$ cat src/rtl/nmx_pkg.sv
// Shared types, constants and helper functions of the nixie multiplex/effect driver.
// No dependencies; every other file uses this package.
`timescale 1ns / 1ps
`default_nettype none
package nmx_pkg;

   localparam int TUBES          = 6;
   localparam int SLOT_MS_DEF    = 3;
   localparam int FADE_STEPS_DEF = 100;

   localparam int DIGIT_W    = 4;
   localparam int SLOT_W     = 3;
   localparam int ELAPSED_W  = 13;
   localparam int ON_W       = 12;
   localparam int CATH_W     = 16;
   localparam int LIGHT_W    = 12;
   localparam int BRIGHT_W   = 16;
   localparam int LEVEL_W    = 8;
   localparam int DIV_NUM_W  = 28;
   localparam int DIV_DEN_W  = 12;
   localparam int CSR_ADDR_W = 5;
   localparam int CSR_DATA_W = 32;

   localparam logic [ELAPSED_W-1:0] ELAPSED_MAX  = 13'd8191;
   localparam logic [ELAPSED_W-1:0] T_SHUF       = 13'd1000;
   localparam logic [ELAPSED_W-1:0] T_SEQ        = 13'd600;
   localparam logic [ELAPSED_W-1:0] T_HOURLY     = 13'd3000;
   localparam logic [ELAPSED_W-1:0] T_DEMO       = 13'd5000;
   localparam logic [ELAPSED_W-1:0] T_LOCK_RES   = 13'd3000;
   localparam logic [ELAPSED_W-1:0] STEP_SEQ     = 13'd100;
   localparam logic [ELAPSED_W-1:0] STEP_LOCK    = 13'd500;

   localparam logic [CATH_W-1:0]   NO_CATH      = 16'hFFFF;
   localparam logic [15:0]         LFSR_SEED    = 16'hACE1;
   localparam logic [15:0]         LFSR_MASK    = 16'hB400;
   localparam logic [BRIGHT_W-1:0] BRIGHT_LO_FX = 16'h1400;   // 20.0
   localparam logic [BRIGHT_W-1:0] BRIGHT_HI_FX = 16'hFF00;   // 255.0
   localparam logic [15:0]         TGT_SCALE    = 16'd60160;  // 235 * 256
   localparam logic [6:0]          ROUND_HALF   = 7'd50;
   localparam logic [11:0]         LEVEL_SCALE  = 12'd2700;
   localparam logic [ON_W-1:0]     ON_BASE      = 12'd100;
   localparam logic [DIV_DEN_W-1:0] DEN_HUNDRED = 12'd100;
   localparam logic [DIV_DEN_W-1:0] DEN_LEVEL   = 12'd255;

   // display_mode codes; the unused code behaves as a plain switch
   localparam logic [1:0] DISP_SWITCH = 2'd0;
   localparam logic [1:0] DISP_FADE   = 2'd1;
   localparam logic [1:0] DISP_XFADE  = 2'd2;
   localparam logic [1:0] DISP_SPARE  = 2'd3;

   localparam logic [2:0] CSR_DISPLAY_MODE = 3'd0;
   localparam logic [2:0] CSR_BRIGHT_AUTO  = 3'd1;
   localparam logic [2:0] CSR_BRIGHT_LEVEL = 3'd2;
   localparam logic [2:0] CSR_LIGHT_MIN    = 3'd3;
   localparam logic [2:0] CSR_LIGHT_MAX    = 3'd4;

   typedef enum logic [3:0] {
      MODE_ON       = 4'd0,
      MODE_OFF_SHUF = 4'd1,
      MODE_OFF_SEQ  = 4'd2,
      MODE_OFF      = 4'd3,
      MODE_ON_SEQ   = 4'd4,
      MODE_ON_SHUF  = 4'd5,
      MODE_ON_RES   = 4'd6,
      MODE_HR_SHUF  = 4'd7,
      MODE_HR_RES   = 4'd8,
      MODE_DM_SHUF  = 4'd9,
      MODE_DM_RES   = 4'd10
   } mode_type;

   typedef enum logic [3:0] {
      OP_NONE, OP_LOAD, OP_REQ, OP_LFSR, OP_TIMER, OP_FADE,
      OP_TGT, OP_SMO, OP_MAX, OP_OLD, OP_NEW, OP_EMIT
   } dp_op_type;

   typedef enum logic [1:0] {DIV_TGT, DIV_HUNDRED, DIV_LEVEL, DIV_FADE} div_sel_type;

   typedef enum logic [4:0] {
      ST_IDLE, ST_REQ, ST_LFSR, ST_TIMER, ST_FADE,
      ST_TGT_GO, ST_TGT_WAIT, ST_TGT_USE,
      ST_SMO_GO, ST_SMO_WAIT, ST_SMO_USE,
      ST_MAX_GO, ST_MAX_WAIT, ST_MAX_USE,
      ST_OLD_GO, ST_OLD_WAIT, ST_OLD_USE,
      ST_NEW_GO, ST_NEW_WAIT, ST_NEW_USE,
      ST_EMIT
   } ctl_state_type;

   typedef struct packed {
      dp_op_type         op;
      logic              div_start;
      div_sel_type       div_sel;
      logic [SLOT_W-1:0] tube;
   } dp_cmd_type;

   typedef struct packed {
      logic div_done;
      logic out_busy;
   } dp_status_type;

   typedef struct packed {
      logic [1:0]         display_mode;
      logic               brightness_auto;
      logic [LEVEL_W-1:0] brightness_level;
      logic [LIGHT_W-1:0] light_min;
      logic [LIGHT_W-1:0] light_max;
   } cfg_type;

   // active-low cathode pattern; zero sits on line 9
   function automatic logic [CATH_W-1:0] cath(input logic [DIGIT_W-1:0] v);
      logic [CATH_W-1:0] onehot;
      onehot = '0;
      if (v == 4'd0) onehot[9] = 1'b1;
      else if (v <= 4'd9) onehot[v - 4'd1] = 1'b1;
      return ~onehot;
   endfunction

   // x mod 10: 16^k = 6 (mod 10), then reciprocal of 10 on the small sum
   function automatic logic [DIGIT_W-1:0] mod10(input logic [15:0] x);
      logic [8:0]  s;
      logic [16:0] p;
      logic [5:0]  q;
      logic [8:0]  r;
      s = 9'(x[3:0]) + 9'd6 * (9'(x[7:4]) + 9'(x[11:8]) + 9'(x[15:12]));
      p = 17'(s) * 17'd205;
      q = p[16:11];
      r = s - 9'd10 * 9'(q);
      return r[DIGIT_W-1:0];
   endfunction

endpackage
`default_nettype wire

$ cat src/rtl/nixie_multiplex_effect_driver_unit.sv
// Top level of the nixie multiplex/effect driver: CSR block, sequencer and datapath.
// Depends on nmx_pkg, nmx_ctrl, nmx_dp (and nmx_div below it).
// Processing: each request runs its setup steps, then five passes through the shared
//   divider, each with setup and writeback, then waits to emit while the output is stalled.
// Requests are taken one at a time; a new request is taken while the previous
//   result still waits in the output register.
// Reset: synchronous, active high; display off, timers clear, LFSR seeded, CSRs at defaults.
`timescale 1ns / 1ps
`default_nettype none
module nixie_multiplex_effect_driver_unit #(
   parameter int SLOT_MS    = nmx_pkg::SLOT_MS_DEF,
   parameter int FADE_STEPS = nmx_pkg::FADE_STEPS_DEF
) (
   input  wire logic                              clock,
   input  wire logic                              reset,
   // request channel
   input  wire logic                              req_valid,
   output logic                                   req_stall,
   input  wire logic                              req_data_valid,
   input  wire logic [nmx_pkg::DIGIT_W-1:0]       req_digit_a,
   input  wire logic [nmx_pkg::DIGIT_W-1:0]       req_digit_b,
   input  wire logic [nmx_pkg::DIGIT_W-1:0]       req_digit_c,
   input  wire logic [nmx_pkg::DIGIT_W-1:0]       req_digit_d,
   input  wire logic [nmx_pkg::DIGIT_W-1:0]       req_digit_e,
   input  wire logic [nmx_pkg::DIGIT_W-1:0]       req_digit_f,
   input  wire logic                              req_power_off_request,
   input  wire logic                              req_hourly_trigger,
   input  wire logic                              req_demo_trigger,
   input  wire logic [nmx_pkg::LIGHT_W-1:0]       req_ambient_light,
   // result channel
   output logic                                   rsp_valid,
   input  wire logic                              rsp_stall,
   output logic [nmx_pkg::SLOT_W-1:0]             rsp_slot_digit,
   output logic [nmx_pkg::CATH_W-1:0]             rsp_old_cathodes,
   output logic [nmx_pkg::ON_W-1:0]               rsp_old_on_us,
   output logic [nmx_pkg::CATH_W-1:0]             rsp_new_cathodes,
   output logic [nmx_pkg::ON_W-1:0]               rsp_new_on_us,
   output logic                                   rsp_high_voltage_on,
   output logic [3:0]                             rsp_mode_now,
   // CSR port
   input  wire logic                              psel,
   input  wire logic                              penable,
   input  wire logic                              pwrite,
   input  wire logic [nmx_pkg::CSR_ADDR_W-1:0]    paddr,
   input  wire logic [nmx_pkg::CSR_DATA_W-1:0]    pwdata,
   output logic [nmx_pkg::CSR_DATA_W-1:0]         prdata,
   output logic                                   pready
);
   import nmx_pkg::*;

   cfg_type       cfg_ff, cfg_in;
   dp_cmd_type    cmd;
   dp_status_type status;
   logic [2:0]    csr_idx;
   logic          csr_wr;

   // word-aligned registers; low address bits ignored
   assign csr_idx = paddr[CSR_ADDR_W-1:2];
   assign csr_wr  = psel && penable && pwrite;
   assign pready  = 1'b1;

   always_comb begin
      cfg_in = cfg_ff;
      if (csr_wr) begin
         unique case (csr_idx)
            CSR_DISPLAY_MODE: cfg_in.display_mode     = pwdata[1:0];
            CSR_BRIGHT_AUTO:  cfg_in.brightness_auto  = pwdata[0];
            CSR_BRIGHT_LEVEL: cfg_in.brightness_level = pwdata[LEVEL_W-1:0];
            CSR_LIGHT_MIN:    cfg_in.light_min        = pwdata[LIGHT_W-1:0];
            CSR_LIGHT_MAX:    cfg_in.light_max        = pwdata[LIGHT_W-1:0];
            default:          cfg_in = cfg_ff;   // writes past the map are dropped
         endcase
      end
   end

   always_comb begin
      unique case (csr_idx)
         CSR_DISPLAY_MODE: prdata = CSR_DATA_W'(cfg_ff.display_mode);
         CSR_BRIGHT_AUTO:  prdata = CSR_DATA_W'(cfg_ff.brightness_auto);
         CSR_BRIGHT_LEVEL: prdata = CSR_DATA_W'(cfg_ff.brightness_level);
         CSR_LIGHT_MIN:    prdata = CSR_DATA_W'(cfg_ff.light_min);
         CSR_LIGHT_MAX:    prdata = CSR_DATA_W'(cfg_ff.light_max);
         default:          prdata = '0;
      endcase
   end

   always_ff @(posedge clock) begin
      if (reset) begin
         cfg_ff.display_mode     <= DISP_SWITCH;
         cfg_ff.brightness_auto  <= 1'b0;
         cfg_ff.brightness_level <= 8'd255;
         cfg_ff.light_min        <= 12'd100;
         cfg_ff.light_max        <= 12'd3000;
      end else begin
         cfg_ff <= cfg_in;
      end
   end

   // sequencer: one step of the request per state, divider waits in between
   nmx_ctrl u_ctrl (
      .clock     (clock),
      .reset     (reset),
      .req_valid (req_valid),
      .req_stall (req_stall),
      .cmd       (cmd),
      .status    (status)
   );

   // datapath owns all effect state and the output register
   nmx_dp #(.SLOT_MS(SLOT_MS), .FADE_STEPS(FADE_STEPS)) u_dp (
      .clock                 (clock),
      .reset                 (reset),
      .cmd                   (cmd),
      .status                (status),
      .cfg                   (cfg_ff),
      .req_data_valid        (req_data_valid),
      .req_digit_a           (req_digit_a),
      .req_digit_b           (req_digit_b),
      .req_digit_c           (req_digit_c),
      .req_digit_d           (req_digit_d),
      .req_digit_e           (req_digit_e),
      .req_digit_f           (req_digit_f),
      .req_power_off_request (req_power_off_request),
      .req_hourly_trigger    (req_hourly_trigger),
      .req_demo_trigger      (req_demo_trigger),
      .req_ambient_light     (req_ambient_light),
      .rsp_valid             (rsp_valid),
      .rsp_stall             (rsp_stall),
      .rsp_slot_digit        (rsp_slot_digit),
      .rsp_old_cathodes      (rsp_old_cathodes),
      .rsp_old_on_us         (rsp_old_on_us),
      .rsp_new_cathodes      (rsp_new_cathodes),
      .rsp_new_on_us         (rsp_new_on_us),
      .rsp_high_voltage_on   (rsp_high_voltage_on),
      .rsp_mode_now          (rsp_mode_now)
   );
endmodule
`default_nettype wire

$ cat src/rtl/nmx_div.sv
// Restoring divider, two quotient bits per cycle, shared by all datapath divisions.
// Depends on nmx_pkg (widths).
`timescale 1ns / 1ps
`default_nettype none
module nmx_div #(
   parameter int NUM_W = nmx_pkg::DIV_NUM_W,
   parameter int DEN_W = nmx_pkg::DIV_DEN_W
) (
   input  wire logic             clock,
   input  wire logic             reset,
   input  wire logic             start,
   input  wire logic [NUM_W-1:0] num,
   input  wire logic [DEN_W-1:0] den,
   output logic                  done,
   output logic [NUM_W-1:0]      quo
);
   localparam int STEPS = NUM_W / 2;
   localparam int CNT_W = $clog2(STEPS + 1);

   logic [DEN_W-1:0] rem_ff, rem_in, den_ff, den_in;
   logic [NUM_W-1:0] quo_ff, quo_in;
   logic [CNT_W-1:0] cnt_ff, cnt_in;
   logic             busy_ff, busy_in, done_ff, done_in;
   logic [DEN_W:0]   r1, r2, r1s, r2s;
   logic             ge1, ge2;

   always_comb begin
      r1  = {rem_ff, quo_ff[NUM_W-1]};
      ge1 = r1 >= {1'b0, den_ff};
      r1s = ge1 ? r1 - {1'b0, den_ff} : r1;
      r2  = {r1s[DEN_W-1:0], quo_ff[NUM_W-2]};
      ge2 = r2 >= {1'b0, den_ff};
      r2s = ge2 ? r2 - {1'b0, den_ff} : r2;

      rem_in  = rem_ff;
      quo_in  = quo_ff;
      den_in  = den_ff;
      cnt_in  = cnt_ff;
      busy_in = busy_ff;
      done_in = 1'b0;
      if (start) begin
         rem_in  = '0;
         quo_in  = num;
         den_in  = den;
         cnt_in  = CNT_W'(STEPS);
         busy_in = 1'b1;
      end else if (busy_ff) begin
         rem_in = r2s[DEN_W-1:0];
         quo_in = {quo_ff[NUM_W-3:0], ge1, ge2};
         cnt_in = cnt_ff - 1'b1;
         if (cnt_ff == CNT_W'(1)) begin
            busy_in = 1'b0;
            done_in = 1'b1;
         end
      end
   end

   always_ff @(posedge clock) begin
      if (reset) begin
         busy_ff <= 1'b0;
         done_ff <= 1'b0;
         cnt_ff  <= '0;
      end else begin
         busy_ff <= busy_in;
         done_ff <= done_in;
         cnt_ff  <= cnt_in;
      end
      rem_ff <= rem_in;
      quo_ff <= quo_in;
      den_ff <= den_in;
   end

   assign done = done_ff;
   assign quo  = quo_ff;
endmodule
`default_nettype wire

$ cat src/rtl/nmx_ctrl.sv
// Sequencer of the driver: walks one request through the datapath steps.
// Depends on nmx_pkg (state, command and status types).
`timescale 1ns / 1ps
`default_nettype none
module nmx_ctrl (
   input  wire logic                   clock,
   input  wire logic                   reset,
   input  wire logic                   req_valid,
   output logic                        req_stall,
   output nmx_pkg::dp_cmd_type         cmd,
   input  wire nmx_pkg::dp_status_type status
);
   import nmx_pkg::*;

   ctl_state_type     state_ff, state_in;
   logic [SLOT_W-1:0] tube_ff, tube_in;

   always_ff @(posedge clock) begin
      if (reset) begin
         state_ff <= ST_IDLE;
         tube_ff  <= '0;
      end else begin
         state_ff <= state_in;
         tube_ff  <= tube_in;
      end
   end

   always_comb begin
      state_in      = state_ff;
      tube_in       = tube_ff;
      cmd.op        = OP_NONE;
      cmd.div_start = 1'b0;
      cmd.div_sel   = DIV_TGT;
      cmd.tube      = tube_ff;
      req_stall     = 1'b1;
      unique case (state_ff)
         ST_IDLE: begin
            req_stall = 1'b0;
            if (req_valid) begin
               cmd.op   = OP_LOAD;
               state_in = ST_REQ;
            end
         end
         ST_REQ: begin
            cmd.op   = OP_REQ;
            tube_in  = '0;
            state_in = ST_LFSR;
         end
         ST_LFSR: begin
            cmd.op  = OP_LFSR;
            tube_in = tube_ff + 1'b1;
            if (tube_ff == SLOT_W'(TUBES - 1)) state_in = ST_TIMER;
         end
         ST_TIMER: begin
            cmd.op   = OP_TIMER;
            state_in = ST_FADE;
         end
         ST_FADE: begin
            cmd.op   = OP_FADE;
            state_in = ST_TGT_GO;
         end
         ST_TGT_GO: begin
            cmd.div_start = 1'b1;
            cmd.div_sel   = DIV_TGT;
            state_in      = ST_TGT_WAIT;
         end
         ST_TGT_WAIT: if (status.div_done) state_in = ST_TGT_USE;
         ST_TGT_USE: begin
            cmd.op   = OP_TGT;
            state_in = ST_SMO_GO;
         end
         ST_SMO_GO: begin
            cmd.div_start = 1'b1;
            cmd.div_sel   = DIV_HUNDRED;
            state_in      = ST_SMO_WAIT;
         end
         ST_SMO_WAIT: if (status.div_done) state_in = ST_SMO_USE;
         ST_SMO_USE: begin
            cmd.op   = OP_SMO;
            state_in = ST_MAX_GO;
         end
         ST_MAX_GO: begin
            cmd.div_start = 1'b1;
            cmd.div_sel   = DIV_LEVEL;
            state_in      = ST_MAX_WAIT;
         end
         ST_MAX_WAIT: if (status.div_done) state_in = ST_MAX_USE;
         ST_MAX_USE: begin
            cmd.op   = OP_MAX;
            state_in = ST_OLD_GO;
         end
         ST_OLD_GO: begin
            cmd.div_start = 1'b1;
            cmd.div_sel   = DIV_FADE;
            state_in      = ST_OLD_WAIT;
         end
         ST_OLD_WAIT: if (status.div_done) state_in = ST_OLD_USE;
         ST_OLD_USE: begin
            cmd.op   = OP_OLD;
            state_in = ST_NEW_GO;
         end
         ST_NEW_GO: begin
            cmd.div_start = 1'b1;
            cmd.div_sel   = DIV_FADE;
            state_in      = ST_NEW_WAIT;
         end
         ST_NEW_WAIT: if (status.div_done) state_in = ST_NEW_USE;
         ST_NEW_USE: begin
            cmd.op   = OP_NEW;
            state_in = ST_EMIT;
         end
         ST_EMIT: begin
            if (!status.out_busy) begin
               cmd.op   = OP_EMIT;
               state_in = ST_IDLE;
            end
         end
         default: state_in = ST_IDLE;
      endcase
   end
endmodule
`default_nettype wire

$ cat src/rtl/nmx_dp.sv
// Datapath: effect state, digit stores, LFSR, brightness filter, on-time math, result register.
// Depends on nmx_pkg and nmx_div.
`timescale 1ns / 1ps
`default_nettype none
module nmx_dp #(
   parameter int SLOT_MS    = nmx_pkg::SLOT_MS_DEF,
   parameter int FADE_STEPS = nmx_pkg::FADE_STEPS_DEF
) (
   input  wire logic                               clock,
   input  wire logic                               reset,
   input  wire nmx_pkg::dp_cmd_type                cmd,
   output nmx_pkg::dp_status_type                  status,
   input  wire nmx_pkg::cfg_type                   cfg,
   input  wire logic                               req_data_valid,
   input  wire logic [nmx_pkg::DIGIT_W-1:0]        req_digit_a,
   input  wire logic [nmx_pkg::DIGIT_W-1:0]        req_digit_b,
   input  wire logic [nmx_pkg::DIGIT_W-1:0]        req_digit_c,
   input  wire logic [nmx_pkg::DIGIT_W-1:0]        req_digit_d,
   input  wire logic [nmx_pkg::DIGIT_W-1:0]        req_digit_e,
   input  wire logic [nmx_pkg::DIGIT_W-1:0]        req_digit_f,
   input  wire logic                               req_power_off_request,
   input  wire logic                               req_hourly_trigger,
   input  wire logic                               req_demo_trigger,
   input  wire logic [nmx_pkg::LIGHT_W-1:0]        req_ambient_light,
   output logic                                    rsp_valid,
   input  wire logic                               rsp_stall,
   output logic [nmx_pkg::SLOT_W-1:0]              rsp_slot_digit,
   output logic [nmx_pkg::CATH_W-1:0]              rsp_old_cathodes,
   output logic [nmx_pkg::ON_W-1:0]                rsp_old_on_us,
   output logic [nmx_pkg::CATH_W-1:0]              rsp_new_cathodes,
   output logic [nmx_pkg::ON_W-1:0]                rsp_new_on_us,
   output logic                                    rsp_high_voltage_on,
   output logic [3:0]                              rsp_mode_now
);
   import nmx_pkg::*;

   localparam int FADE_W = $clog2(FADE_STEPS + 1);
   localparam int K_W    = FADE_W + 1;
   localparam logic [FADE_W-1:0]    F_FADE = FADE_W'(FADE_STEPS);
   localparam logic [K_W-1:0]       F_K    = K_W'(FADE_STEPS);
   localparam logic [ELAPSED_W:0]   SLOT_E = (ELAPSED_W + 1)'(SLOT_MS);

   // latched request
   logic                 dv_ff, dv_in, poff_ff, poff_in, hr_ff, hr_in, dm_ff, dm_in;
   logic [LIGHT_W-1:0]   amb_ff, amb_in;
   logic [DIGIT_W-1:0]   dig_ff [TUBES];
   logic [DIGIT_W-1:0]   dig_in [TUBES];

   // architectural state
   mode_type             mode_ff, mode_in;
   logic [ELAPSED_W-1:0] elapsed_ff, elapsed_in;
   logic [DIGIT_W-1:0]   shown_ff [TUBES];
   logic [DIGIT_W-1:0]   shown_in [TUBES];
   logic [DIGIT_W-1:0]   target_ff [TUBES];
   logic [DIGIT_W-1:0]   target_in [TUBES];
   logic [DIGIT_W-1:0]   locked_ff [TUBES];
   logic [DIGIT_W-1:0]   locked_in [TUBES];
   logic [DIGIT_W-1:0]   shuf_ff [TUBES];
   logic [DIGIT_W-1:0]   shuf_in [TUBES];
   logic [FADE_W-1:0]    fade_ff, fade_in;
   logic [BRIGHT_W-1:0]  sb_ff, sb_in;
   logic [15:0]          lfsr_ff, lfsr_in;
   logic [SLOT_W-1:0]    slot_ff, slot_in;

   // per-request work registers
   logic [DIGIT_W-1:0]   val_ff, val_in;
   logic                 blank_ff, blank_in, up_ff, up_in, mnz_ff, mnz_in;
   logic [ON_W-1:0]      maxon_ff, maxon_in, old_on_ff, old_on_in, new_on_ff, new_on_in;
   logic [K_W-1:0]       newk_ff, newk_in;
   logic [DIV_NUM_W-1:0] num_ff, num_in;

   // result register
   logic                 ov_ff, ov_in;
   logic [SLOT_W-1:0]    o_slot_ff, o_slot_in;
   logic [CATH_W-1:0]    o_oc_ff, o_oc_in, o_nc_ff, o_nc_in;
   logic [ON_W-1:0]      o_oon_ff, o_oon_in, o_non_ff, o_non_in;
   logic                 o_hv_ff, o_hv_in;
   logic [3:0]           o_mode_ff, o_mode_in;

   // divider
   logic [DIV_DEN_W-1:0] den;
   logic [DIV_NUM_W-1:0] quo;
   logic                 div_done;

   // helpers
   logic [1:0]           eff_mode;
   logic                 differ, full, up_w, expire;
   logic [SLOT_W-1:0]    pos;
   logic [ELAPSED_W-1:0] pos_e;
   logic [15:0]          lfsr_nxt;
   logic [LIGHT_W-1:0]   span, amb_off;
   logic [BRIGHT_W-1:0]  tgt, m, step, sb_new;
   logic [K_W-1:0]       fade2, oldk, newk;
   logic [ON_W-1:0]      maxon_w;
   logic [ELAPSED_W:0]   el_sum;

   always_comb begin
      eff_mode = (cfg.display_mode == DISP_SPARE) ? DISP_SWITCH : cfg.display_mode;
      span     = (cfg.light_max <= cfg.light_min) ? LIGHT_W'(1)
                                                  : cfg.light_max - cfg.light_min;
      unique case (cmd.div_sel)
         DIV_TGT:     den = DIV_DEN_W'(span);
         DIV_HUNDRED: den = DEN_HUNDRED;
         DIV_LEVEL:   den = DEN_LEVEL;
         DIV_FADE:    den = DIV_DEN_W'(FADE_STEPS);
         default:     den = DEN_HUNDRED;
      endcase
   end

   nmx_div #(.NUM_W(DIV_NUM_W), .DEN_W(DIV_DEN_W)) u_div (
      .clock (clock),
      .reset (reset),
      .start (cmd.div_start),
      .num   (num_ff),
      .den   (den),
      .done  (div_done),
      .quo   (quo)
   );

   assign status.div_done = div_done;
   assign status.out_busy = ov_ff && rsp_stall;

   always_comb begin
      dv_in = dv_ff; poff_in = poff_ff; hr_in = hr_ff; dm_in = dm_ff; amb_in = amb_ff;
      dig_in = dig_ff;
      mode_in = mode_ff; elapsed_in = elapsed_ff;
      shown_in = shown_ff; target_in = target_ff; locked_in = locked_ff; shuf_in = shuf_ff;
      fade_in = fade_ff; sb_in = sb_ff; lfsr_in = lfsr_ff; slot_in = slot_ff;
      val_in = val_ff; blank_in = blank_ff; up_in = up_ff; mnz_in = mnz_ff;
      maxon_in = maxon_ff; old_on_in = old_on_ff; new_on_in = new_on_ff;
      newk_in = newk_ff; num_in = num_ff;
      ov_in = ov_ff && rsp_stall;
      o_slot_in = o_slot_ff; o_oc_in = o_oc_ff; o_nc_in = o_nc_ff;
      o_oon_in = o_oon_ff; o_non_in = o_non_ff; o_hv_in = o_hv_ff; o_mode_in = o_mode_ff;

      differ = 1'b0;
      for (int i = 0; i < TUBES; i++) if (dig_ff[i] != target_ff[i]) differ = 1'b1;
      lfsr_nxt = {1'b0, lfsr_ff[15:1]} ^ (lfsr_ff[0] ? LFSR_MASK : 16'h0000);
      pos      = SLOT_W'(TUBES - 1) - slot_ff;
      pos_e    = ELAPSED_W'(pos);
      amb_off  = amb_ff - cfg.light_min;
      if (amb_ff < cfg.light_min)      tgt = BRIGHT_LO_FX;
      else if (amb_ff > cfg.light_max) tgt = BRIGHT_HI_FX;
      else                             tgt = BRIGHT_LO_FX + quo[BRIGHT_W-1:0];
      up_w = tgt >= sb_ff;
      m    = up_w ? tgt - sb_ff : sb_ff - tgt;
      step = quo[BRIGHT_W-1:0];
      if (step == '0 && (!up_ff || mnz_ff)) step = BRIGHT_W'(1);
      sb_new = up_ff ? sb_ff + step : sb_ff - step;
      if (!cfg.brightness_auto) sb_new = {cfg.brightness_level, 8'h00};
      maxon_w = ON_BASE + quo[ON_W-1:0];
      full  = mode_ff != MODE_ON || fade_ff >= F_FADE || shown_ff[slot_ff] == target_ff[slot_ff];
      fade2 = {fade_ff, 1'b0};
      if (full) begin
         oldk = '0;
         newk = F_K;
      end else if (eff_mode == DISP_FADE) begin
         oldk = (fade2 < F_K) ? F_K - fade2 : '0;
         newk = (fade2 < F_K) ? '0 : fade2 - F_K;
      end else begin
         oldk = F_K - K_W'(fade_ff);
         newk = K_W'(fade_ff);
      end
      expire = 1'b0;
      el_sum = {1'b0, elapsed_ff} + SLOT_E;

      case (cmd.op)
         OP_LOAD: begin
            dv_in = req_data_valid; poff_in = req_power_off_request;
            hr_in = req_hourly_trigger; dm_in = req_demo_trigger; amb_in = req_ambient_light;
            dig_in[0] = req_digit_a; dig_in[1] = req_digit_b; dig_in[2] = req_digit_c;
            dig_in[3] = req_digit_d; dig_in[4] = req_digit_e; dig_in[5] = req_digit_f;
         end
         OP_REQ: begin
            if (dv_ff) begin
               if (mode_ff == MODE_ON && poff_ff) begin
                  mode_in = MODE_OFF_SHUF; elapsed_in = '0;
               end else if (mode_ff == MODE_OFF && !poff_ff) begin
                  mode_in = MODE_ON_SEQ; elapsed_in = '0;
               end else if (mode_ff == MODE_ON && hr_ff) begin
                  mode_in = MODE_HR_SHUF; elapsed_in = '0;
                  locked_in[0] = dig_ff[0]; locked_in[1] = dig_ff[1];
                  locked_in[2] = 4'd0; locked_in[3] = 4'd0;
                  locked_in[4] = 4'd0; locked_in[5] = 4'd6;
               end else if (mode_ff == MODE_ON && dm_ff) begin
                  mode_in = MODE_DM_SHUF; elapsed_in = '0;
                  locked_in = dig_ff;
               end
               if (differ) begin
                  shown_in  = target_ff;
                  target_in = dig_ff;
                  fade_in   = '0;
               end
            end
         end
         OP_LFSR: begin
            lfsr_in           = lfsr_nxt;
            shuf_in[cmd.tube] = mod10(lfsr_nxt);
         end
         OP_TIMER: begin
            case (mode_ff)
               MODE_OFF_SHUF: if (elapsed_ff >= T_SHUF) begin
                  mode_in = MODE_OFF_SEQ; elapsed_in = '0;
               end
               MODE_OFF_SEQ: if (elapsed_ff >= T_SEQ) begin
                  mode_in = MODE_OFF; elapsed_in = '0;
               end
               MODE_ON_SEQ: if (elapsed_ff >= T_SEQ) begin
                  mode_in = MODE_ON_SHUF; elapsed_in = '0;
               end
               MODE_ON_SHUF: if (elapsed_ff >= T_SHUF) begin
                  mode_in = MODE_ON_RES; elapsed_in = '0;
               end
               MODE_ON_RES:  expire = elapsed_ff >= T_SEQ;
               MODE_HR_SHUF: if (elapsed_ff >= T_HOURLY) begin
                  mode_in = MODE_HR_RES; elapsed_in = '0;
               end
               MODE_DM_SHUF: if (elapsed_ff >= T_DEMO) begin
                  mode_in = MODE_DM_RES; elapsed_in = '0;
               end
               MODE_HR_RES, MODE_DM_RES: expire = elapsed_ff >= T_LOCK_RES;
               default: expire = 1'b0;
            endcase
            if (expire) begin
               mode_in = MODE_ON; elapsed_in = '0;
               fade_in = F_FADE;
               shown_in = target_ff;
            end
         end
         OP_FADE: begin
            val_in   = shuf_ff[slot_ff];
            blank_in = 1'b0;
            case (mode_ff)
               MODE_ON:      val_in = target_ff[slot_ff];
               MODE_OFF_SEQ: blank_in = (pos_e + 1'b1) * STEP_SEQ <= elapsed_ff;
               MODE_ON_SEQ:  blank_in = elapsed_ff < pos_e * STEP_SEQ;
               MODE_ON_RES:  if (pos_e * STEP_SEQ <= elapsed_ff) val_in = target_ff[slot_ff];
               MODE_HR_RES, MODE_DM_RES:
                  if (pos_e * STEP_LOCK <= elapsed_ff) val_in = locked_ff[slot_ff];
               MODE_OFF:     blank_in = 1'b1;
               default:      blank_in = 1'b0;
            endcase
            if (fade_ff < F_FADE) fade_in = (eff_mode == DISP_SWITCH) ? F_FADE : fade_ff + 1'b1;
            num_in = DIV_NUM_W'(amb_off) * DIV_NUM_W'(TGT_SCALE);
         end
         OP_TGT: begin
            up_in  = up_w;
            mnz_in = m != '0;
            num_in = DIV_NUM_W'(m) + DIV_NUM_W'(ROUND_HALF);
         end
         OP_SMO: begin
            sb_in  = sb_new;
            num_in = DIV_NUM_W'(sb_new[15:8]) * DIV_NUM_W'(LEVEL_SCALE);
         end
         OP_MAX: begin
            maxon_in = maxon_w;
            newk_in  = newk;
            num_in   = DIV_NUM_W'(maxon_w) * DIV_NUM_W'(oldk);
         end
         OP_OLD: begin
            old_on_in = quo[ON_W-1:0];
            num_in    = DIV_NUM_W'(maxon_ff) * DIV_NUM_W'(newk_ff);
         end
         OP_NEW: new_on_in = quo[ON_W-1:0];
         OP_EMIT: begin
            ov_in     = 1'b1;
            o_slot_in = slot_ff;
            if (old_on_ff != '0 && mode_ff == MODE_ON) begin
               o_oc_in  = cath(shown_ff[slot_ff]);
               o_oon_in = old_on_ff;
            end else begin
               o_oc_in  = NO_CATH;
               o_oon_in = '0;
            end
            if (new_on_ff != '0 && !blank_ff) begin
               o_nc_in  = cath(val_ff);
               o_non_in = new_on_ff;
            end else begin
               o_nc_in  = NO_CATH;
               o_non_in = '0;
            end
            o_hv_in    = mode_ff != MODE_OFF;
            o_mode_in  = mode_ff;
            slot_in    = (slot_ff == SLOT_W'(TUBES - 1)) ? '0 : slot_ff + 1'b1;
            elapsed_in = (el_sum > {1'b0, ELAPSED_MAX}) ? ELAPSED_MAX : el_sum[ELAPSED_W-1:0];
         end
         default: ov_in = ov_ff && rsp_stall;
      endcase
   end

   always_ff @(posedge clock) begin
      if (reset) begin
         mode_ff    <= MODE_OFF;
         elapsed_ff <= '0;
         fade_ff    <= F_FADE;
         sb_ff      <= BRIGHT_HI_FX;
         lfsr_ff    <= LFSR_SEED;
         slot_ff    <= '0;
         ov_ff      <= 1'b0;
         for (int i = 0; i < TUBES; i++) begin
            shown_ff[i]  <= '0;
            target_ff[i] <= '0;
            locked_ff[i] <= '0;
            shuf_ff[i]   <= '0;
         end
      end else begin
         mode_ff    <= mode_in;
         elapsed_ff <= elapsed_in;
         fade_ff    <= fade_in;
         sb_ff      <= sb_in;
         lfsr_ff    <= lfsr_in;
         slot_ff    <= slot_in;
         ov_ff      <= ov_in;
         shown_ff   <= shown_in;
         target_ff  <= target_in;
         locked_ff  <= locked_in;
         shuf_ff    <= shuf_in;
      end
      dv_ff <= dv_in; poff_ff <= poff_in; hr_ff <= hr_in; dm_ff <= dm_in; amb_ff <= amb_in;
      dig_ff <= dig_in;
      val_ff <= val_in; blank_ff <= blank_in; up_ff <= up_in; mnz_ff <= mnz_in;
      maxon_ff <= maxon_in; old_on_ff <= old_on_in; new_on_ff <= new_on_in;
      newk_ff <= newk_in; num_ff <= num_in;
      o_slot_ff <= o_slot_in; o_oc_ff <= o_oc_in; o_nc_ff <= o_nc_in;
      o_oon_ff <= o_oon_in; o_non_ff <= o_non_in; o_hv_ff <= o_hv_in; o_mode_ff <= o_mode_in;
   end

   assign rsp_valid           = ov_ff;
   assign rsp_slot_digit      = o_slot_ff;
   assign rsp_old_cathodes    = o_oc_ff;
   assign rsp_old_on_us       = o_oon_ff;
   assign rsp_new_cathodes    = o_nc_ff;
   assign rsp_new_on_us       = o_non_ff;
   assign rsp_high_voltage_on = o_hv_ff;
   assign rsp_mode_now        = o_mode_ff;
endmodule
`default_nettype wire

$ cat config.mk
export PLATFORM = sky130hd
export DESIGN_NAME = nixie_multiplex_effect_driver_unit
export DESIGN_NICKNAME = d
export VERILOG_FILES = /design/src/rtl/nmx_pkg.sv /design/src/rtl/nixie_multiplex_effect_driver_unit.sv /design/src/rtl/nmx_div.sv /design/src/rtl/nmx_ctrl.sv /design/src/rtl/nmx_dp.sv
export SDC_FILE = /design/constraint.sdc
export NUM_CORES = 2
export LEC_CHECK = 0
export BUFFER_PORTS_ARGS = -buffer_cell sky130_fd_sc_hd__buf_4
export CORE_AREA = 5 5 254 256
export DETAILED_ROUTE_END_ITERATION = 6
export DIE_AREA = 0 0 259 261
export MAX_ROUTING_LAYER = met4
export PLACE_DENSITY = 0.83
export SLEW_MARGIN = 40
export SYNTH_ARGS = -nofsm -noshare
export SYNTH_HDL_FRONTEND = slang
export SYNTH_SLANG_ARGS = --single-unit
$ cat constraint.sdc
create_clock -name clock -period 9.25 [get_ports clock]
set_input_delay 0.4625 -clock clock [delete_from_list [all_inputs] [get_ports clock]]
set_output_delay 0.4625 -clock clock [all_outputs]
set_load 0.05 [all_outputs]
==> summary by stage <==
Setup path
The worst register-to-register path begins at u_dp.u_div.quo[5]. The worst setup path is launched from a register. On the worst path, the slowest cell contributes a delay of 0.56 ns. For the worst setup path, the data arrival time is 9.14 ns. The kind of critical path is register to register. The master of the slowest instance on the critical path is sky130_fd_sc_hd__or4_1.

The worst register-to-register path ends at u_dp.num_ff[15]. The most numerous cell type found on the critical path is sky130_fd_sc_hd__inv_1. The maximum fanout along the worst path is 4.

The cell depth of the worst flop-to-flop path is 35. The worst setup path is captured at a register. In this run the register-to-register setup slack is 0.46 ns. The critical path required time is 9.61 ns.

CTS
The total number of clock tree sinks is 440. Post-CTS repair changed the size of 0 cells. The H-tree depth is 2.

At the later pin of the worst-skew pair, clock insertion delay measures 0.62 ns. After clock tree synthesis, the clock-pin slew on the worst setup and hold paths is 0.06 ns. Clock tree synthesis inserted a total of 49 buffers. In this run the post-CTS setup repair buffer count came out at 0. In this run the deepest clock path goes through 3 buffers.

The CTS tree is done. CTS placed an instance of sky130_fd_sc_hd__clkbuf_16 at the clock tree root. The hold buffer count at CTS is 0.

Global routing
The number of antenna violations at the first check in global routing is 0. The final global-route overflow total is 0. The number of global-route vias before repair was 29.3k.

The global-route usage over all layers is 28.7%. The first global-routing pass estimated 154000 µm of wire. Entering global routing, the biggest net connects 91 pins.

Detailed routing
The number of design-rule violations left by the first detailed-router iteration is 2711. The detail route stage leaves a number of antenna-violating nets equal to 0. The total vias in the final route is 29.9k. In the final routed layout, each cell accounts on average for 19.1 µm. In the routed design, unresolved DRC markers number 0. The first detailed-routing pass took 6 iterations. The total routed wirelength is 95200 µm.

The via density per instance is 5.98.

Die
The die boundary width is 259 µm. The core area is 0.0623 mm². The number of top-level pins is 183. The floorplan step defined a die boundary enclosing 0.0676 mm². The die is 261 µm tall. The effective utilization at floorplan is 59.1%. The row count is 92.

STA
For the pin with the worst max-slew slack, the measured transition is 0.829 ns. Setup repair after global routing left no endpoint under its margin. The worst slew margin relative to its limit is 44.6%. For the final database, setup skew stands at 0.0320 ns. The post-layout minimum cycle time is 8.79 ns. Adding up every negative setup slack in the final design gives 0 ns. The final number of max-transition violations is 0.

In the finished design, the share of the clock period the worst path needs comes to 95.0%. Static timing analysis puts the maximum clock frequency at 0.114 GHz. The final number of hold-violating endpoints was 0.

Setup violations remaining at the end of the flow were counted as 0.

Layout
From synthesis to final layout, the design area changed by 10.3%. The post-route netlist has 9.45% of its cells at a drive strength greater than 1. The diode insertion count for antenna repair is 0.

The final layout contains 4788 nets. Excluding fillers, the count of instances in the completed layout stands at 4995. Fill cells in the final layout number 4801.

Synth
In this run, synthesis produced a sequential element count of 440. Among all flip-flop cells after synthesis, the most frequent one is sky130_fd_sc_hd__edfxtp_1. After synthesis, the netlist uses 89 different library cells.

The share of the yosys chip area belonging to registers is 30.0%. After synthesis, the cell types taking the most area are sky130_fd_sc_hd__edfxtp_1, sky130_fd_sc_hd__ha_1, sky130_fd_sc_hd__dfxtp_1. The largest area contributor in the netlist is sky130_fd_sc_hd__edfxtp_1. Of the post-synthesis cell area, the dominant cell type holds 18.2%.

The number of warnings issued by yosys is 0. After synthesis the cells add up to 0.0368 mm². The cell with the most instances after synthesis is sky130_fd_sc_hd__inv_1. A synthesized cell averages 9.19 µm². The synthesized instance count is 4007. Counting flops with a built-in enable in the synthesized netlist gives 223. By count the netlist is led by sky130_fd_sc_hd__inv_1, sky130_fd_sc_hd__ha_1, sky130_fd_sc_hd__nand2_1, sky130_fd_sc_hd__nor2_1, sky130_fd_sc_hd__a21oi_1. The share of synthesized flip-flops with an asynchronous set or reset is 0%.

Run
The number of max-cap violations is 0.

Placement
During placement, the flow inserted port buffers numbering 139. After legalization and detailed placement, the total HPWL measured 72900 µm. The number of placed instances, taps included is 4904.

The routability-driven placement congestion ratio is 0.986.

Hold path
The number of instances on the worst hold path is 1. In this run the most critical hold path is launched from req_digit_c[1]. The path class of the tightest hold or removal check is primary input to register. The end point of the worst hold path is u_dp.dig_ff[13].

Run status
The run finished with clean final reports.
[cell families after synthesis]
| family | share of synthesized area, % |
|---|---|
| xor gates and xnor gates | 5.44 |
| buffers and inverters | 6.54 |
| and+or+nand+nor | 15.1 |
| AOI/OAI and AO/OA | 13.6 |
| other | 0.0204 |
| DFF | 30.0 |
| muxes | 5.25 |
| adders and majority gates | 24.1 |
[critical path, delay by kind of cell (launching register included)]
kind                       cells  cell delay (ns)
DFF                            1             0.38
AOI/OAI and AO/OA             12             2.57
and+or+nand+nor                8             1.99
adders and majority gates      6             2.33
muxes                          2             0.51
xor gates and xnor gates       2             0.26
buffers and inverters          5             0.49
[per-layer routing]
metal	global-route usage (%)	wire length, µm	up-vias
li1	-	-	14100
met1	37.3	39000	14200
met2	46.5	44900	1350
met3	3.84	7540	248
met4	10.3	3730	0
met5	-	0	-
[sequential cells by signal, indices dropped and copies added (netlist names), 13 cells and up]
register	count
cfg_ff	35
u_dp.dig_ff	24
u_dp.elapsed_ff	13
u_dp.lfsr_ff	16
u_dp.locked_ff	24
u_dp.num_ff	28
u_dp.rsp_new_cathodes	16
u_dp.rsp_old_cathodes	16
u_dp.sb_ff	16
u_dp.shown_ff	24
u_dp.shuf_ff	24
u_dp.target_ff	24
u_dp.u_div.quo	28
[final cells by class]
type / count / area [µm²] / share of cell area (%)
repair buffers: 200 / 1550 / 3.82
well taps: 846 / 1060 / 2.61
clock buffers: 64 / 1360 / 3.36
inverters: 426 / 1610 / 3.95
clock inverters: 27 / 349 / 0.860
flip-flops and latches: 440 / 11000 / 27.2
multi-input cells: 2992 / 23600 / 58.2
[through the flow]
step | hold slack [ns] | worst slack, ns | util (%) | instance area [µm²]
after floorplan | 0.429 | 0.712 | - | 36900
after global placement | 0.440 | 0.658 | 62.2 | 38800
after detailed placement | 0.444 | 0.537 | 62.4 | 38900
after CTS | 0.00295 | 0.507 | 65.2 | 40600
after global routing | 0.00457 | 0.0380 | 65.2 | 40600
final | 0.0288 | 0.464 | 65.2 | 40600
[cells in the final DEF (no fill, tap or decap), types with 26 or more instances in the layout]
cell type	Yosys	layout
sky130_fd_sc_hd__xnor2_1	135	134
sky130_fd_sc_hd__a31oi_1	37	37
sky130_fd_sc_hd__nor3_1	85	82
sky130_fd_sc_hd__o21a_1	32	32
sky130_fd_sc_hd__nand2b_1	26	26
sky130_fd_sc_hd__nand2_1	367	367
sky130_fd_sc_hd__ha_1	402	402
sky130_fd_sc_hd__nor4_1	32	27
sky130_fd_sc_hd__nand4_1	31	31
sky130_fd_sc_hd__o21ai_0	152	149
sky130_fd_sc_hd__mux2_2	36	36
sky130_fd_sc_hd__nand3_1	89	89
sky130_fd_sc_hd__clkbuf_16	0	50
sky130_fd_sc_hd__conb_1	2	34
sky130_fd_sc_hd__xor2_1	92	92
sky130_fd_sc_hd__a211oi_1	36	35
sky130_fd_sc_hd__dfxtp_1	217	214
sky130_fd_sc_hd__a21o_1	64	64
sky130_fd_sc_hd__inv_1	421	421
sky130_fd_sc_hd__a21oi_1	238	236
sky130_fd_sc_hd__fa_1	193	193
sky130_fd_sc_hd__mux2i_1	127	127
sky130_fd_sc_hd__nor2_1	313	309
sky130_fd_sc_hd__buf_4	22	194
sky130_fd_sc_hd__edfxtp_1	223	223
sky130_fd_sc_hd__and2_1	87	87
sky130_fd_sc_hd__nor2b_1	64	64
[how the worst max path moves through the flow]
stage	start	endpoint	slack, ns	depth (start not counted)
after floorplan	u_dp.u_div.quo[5]	u_dp.num_ff[15]	0.71	36
after CTS	u_dp.u_div.quo[5]	u_dp.num_ff[15]	0.51	35
final	u_dp.u_div.quo[5]	u_dp.num_ff[15]	0.46	35
after global placement	u_dp.u_div.quo[5]	u_dp.num_ff[15]	0.66	35
after global routing	u_dp.slot_ff[1]	u_dp.num_ff[16]	0.04	26
after detailed placement	u_dp.slot_ff[1]	u_dp.num_ff[18]	0.54	24
Power is left out: the tool's default activity adds up to more than one toggle a clock period on the data nets, which glitch-free logic cannot reach.
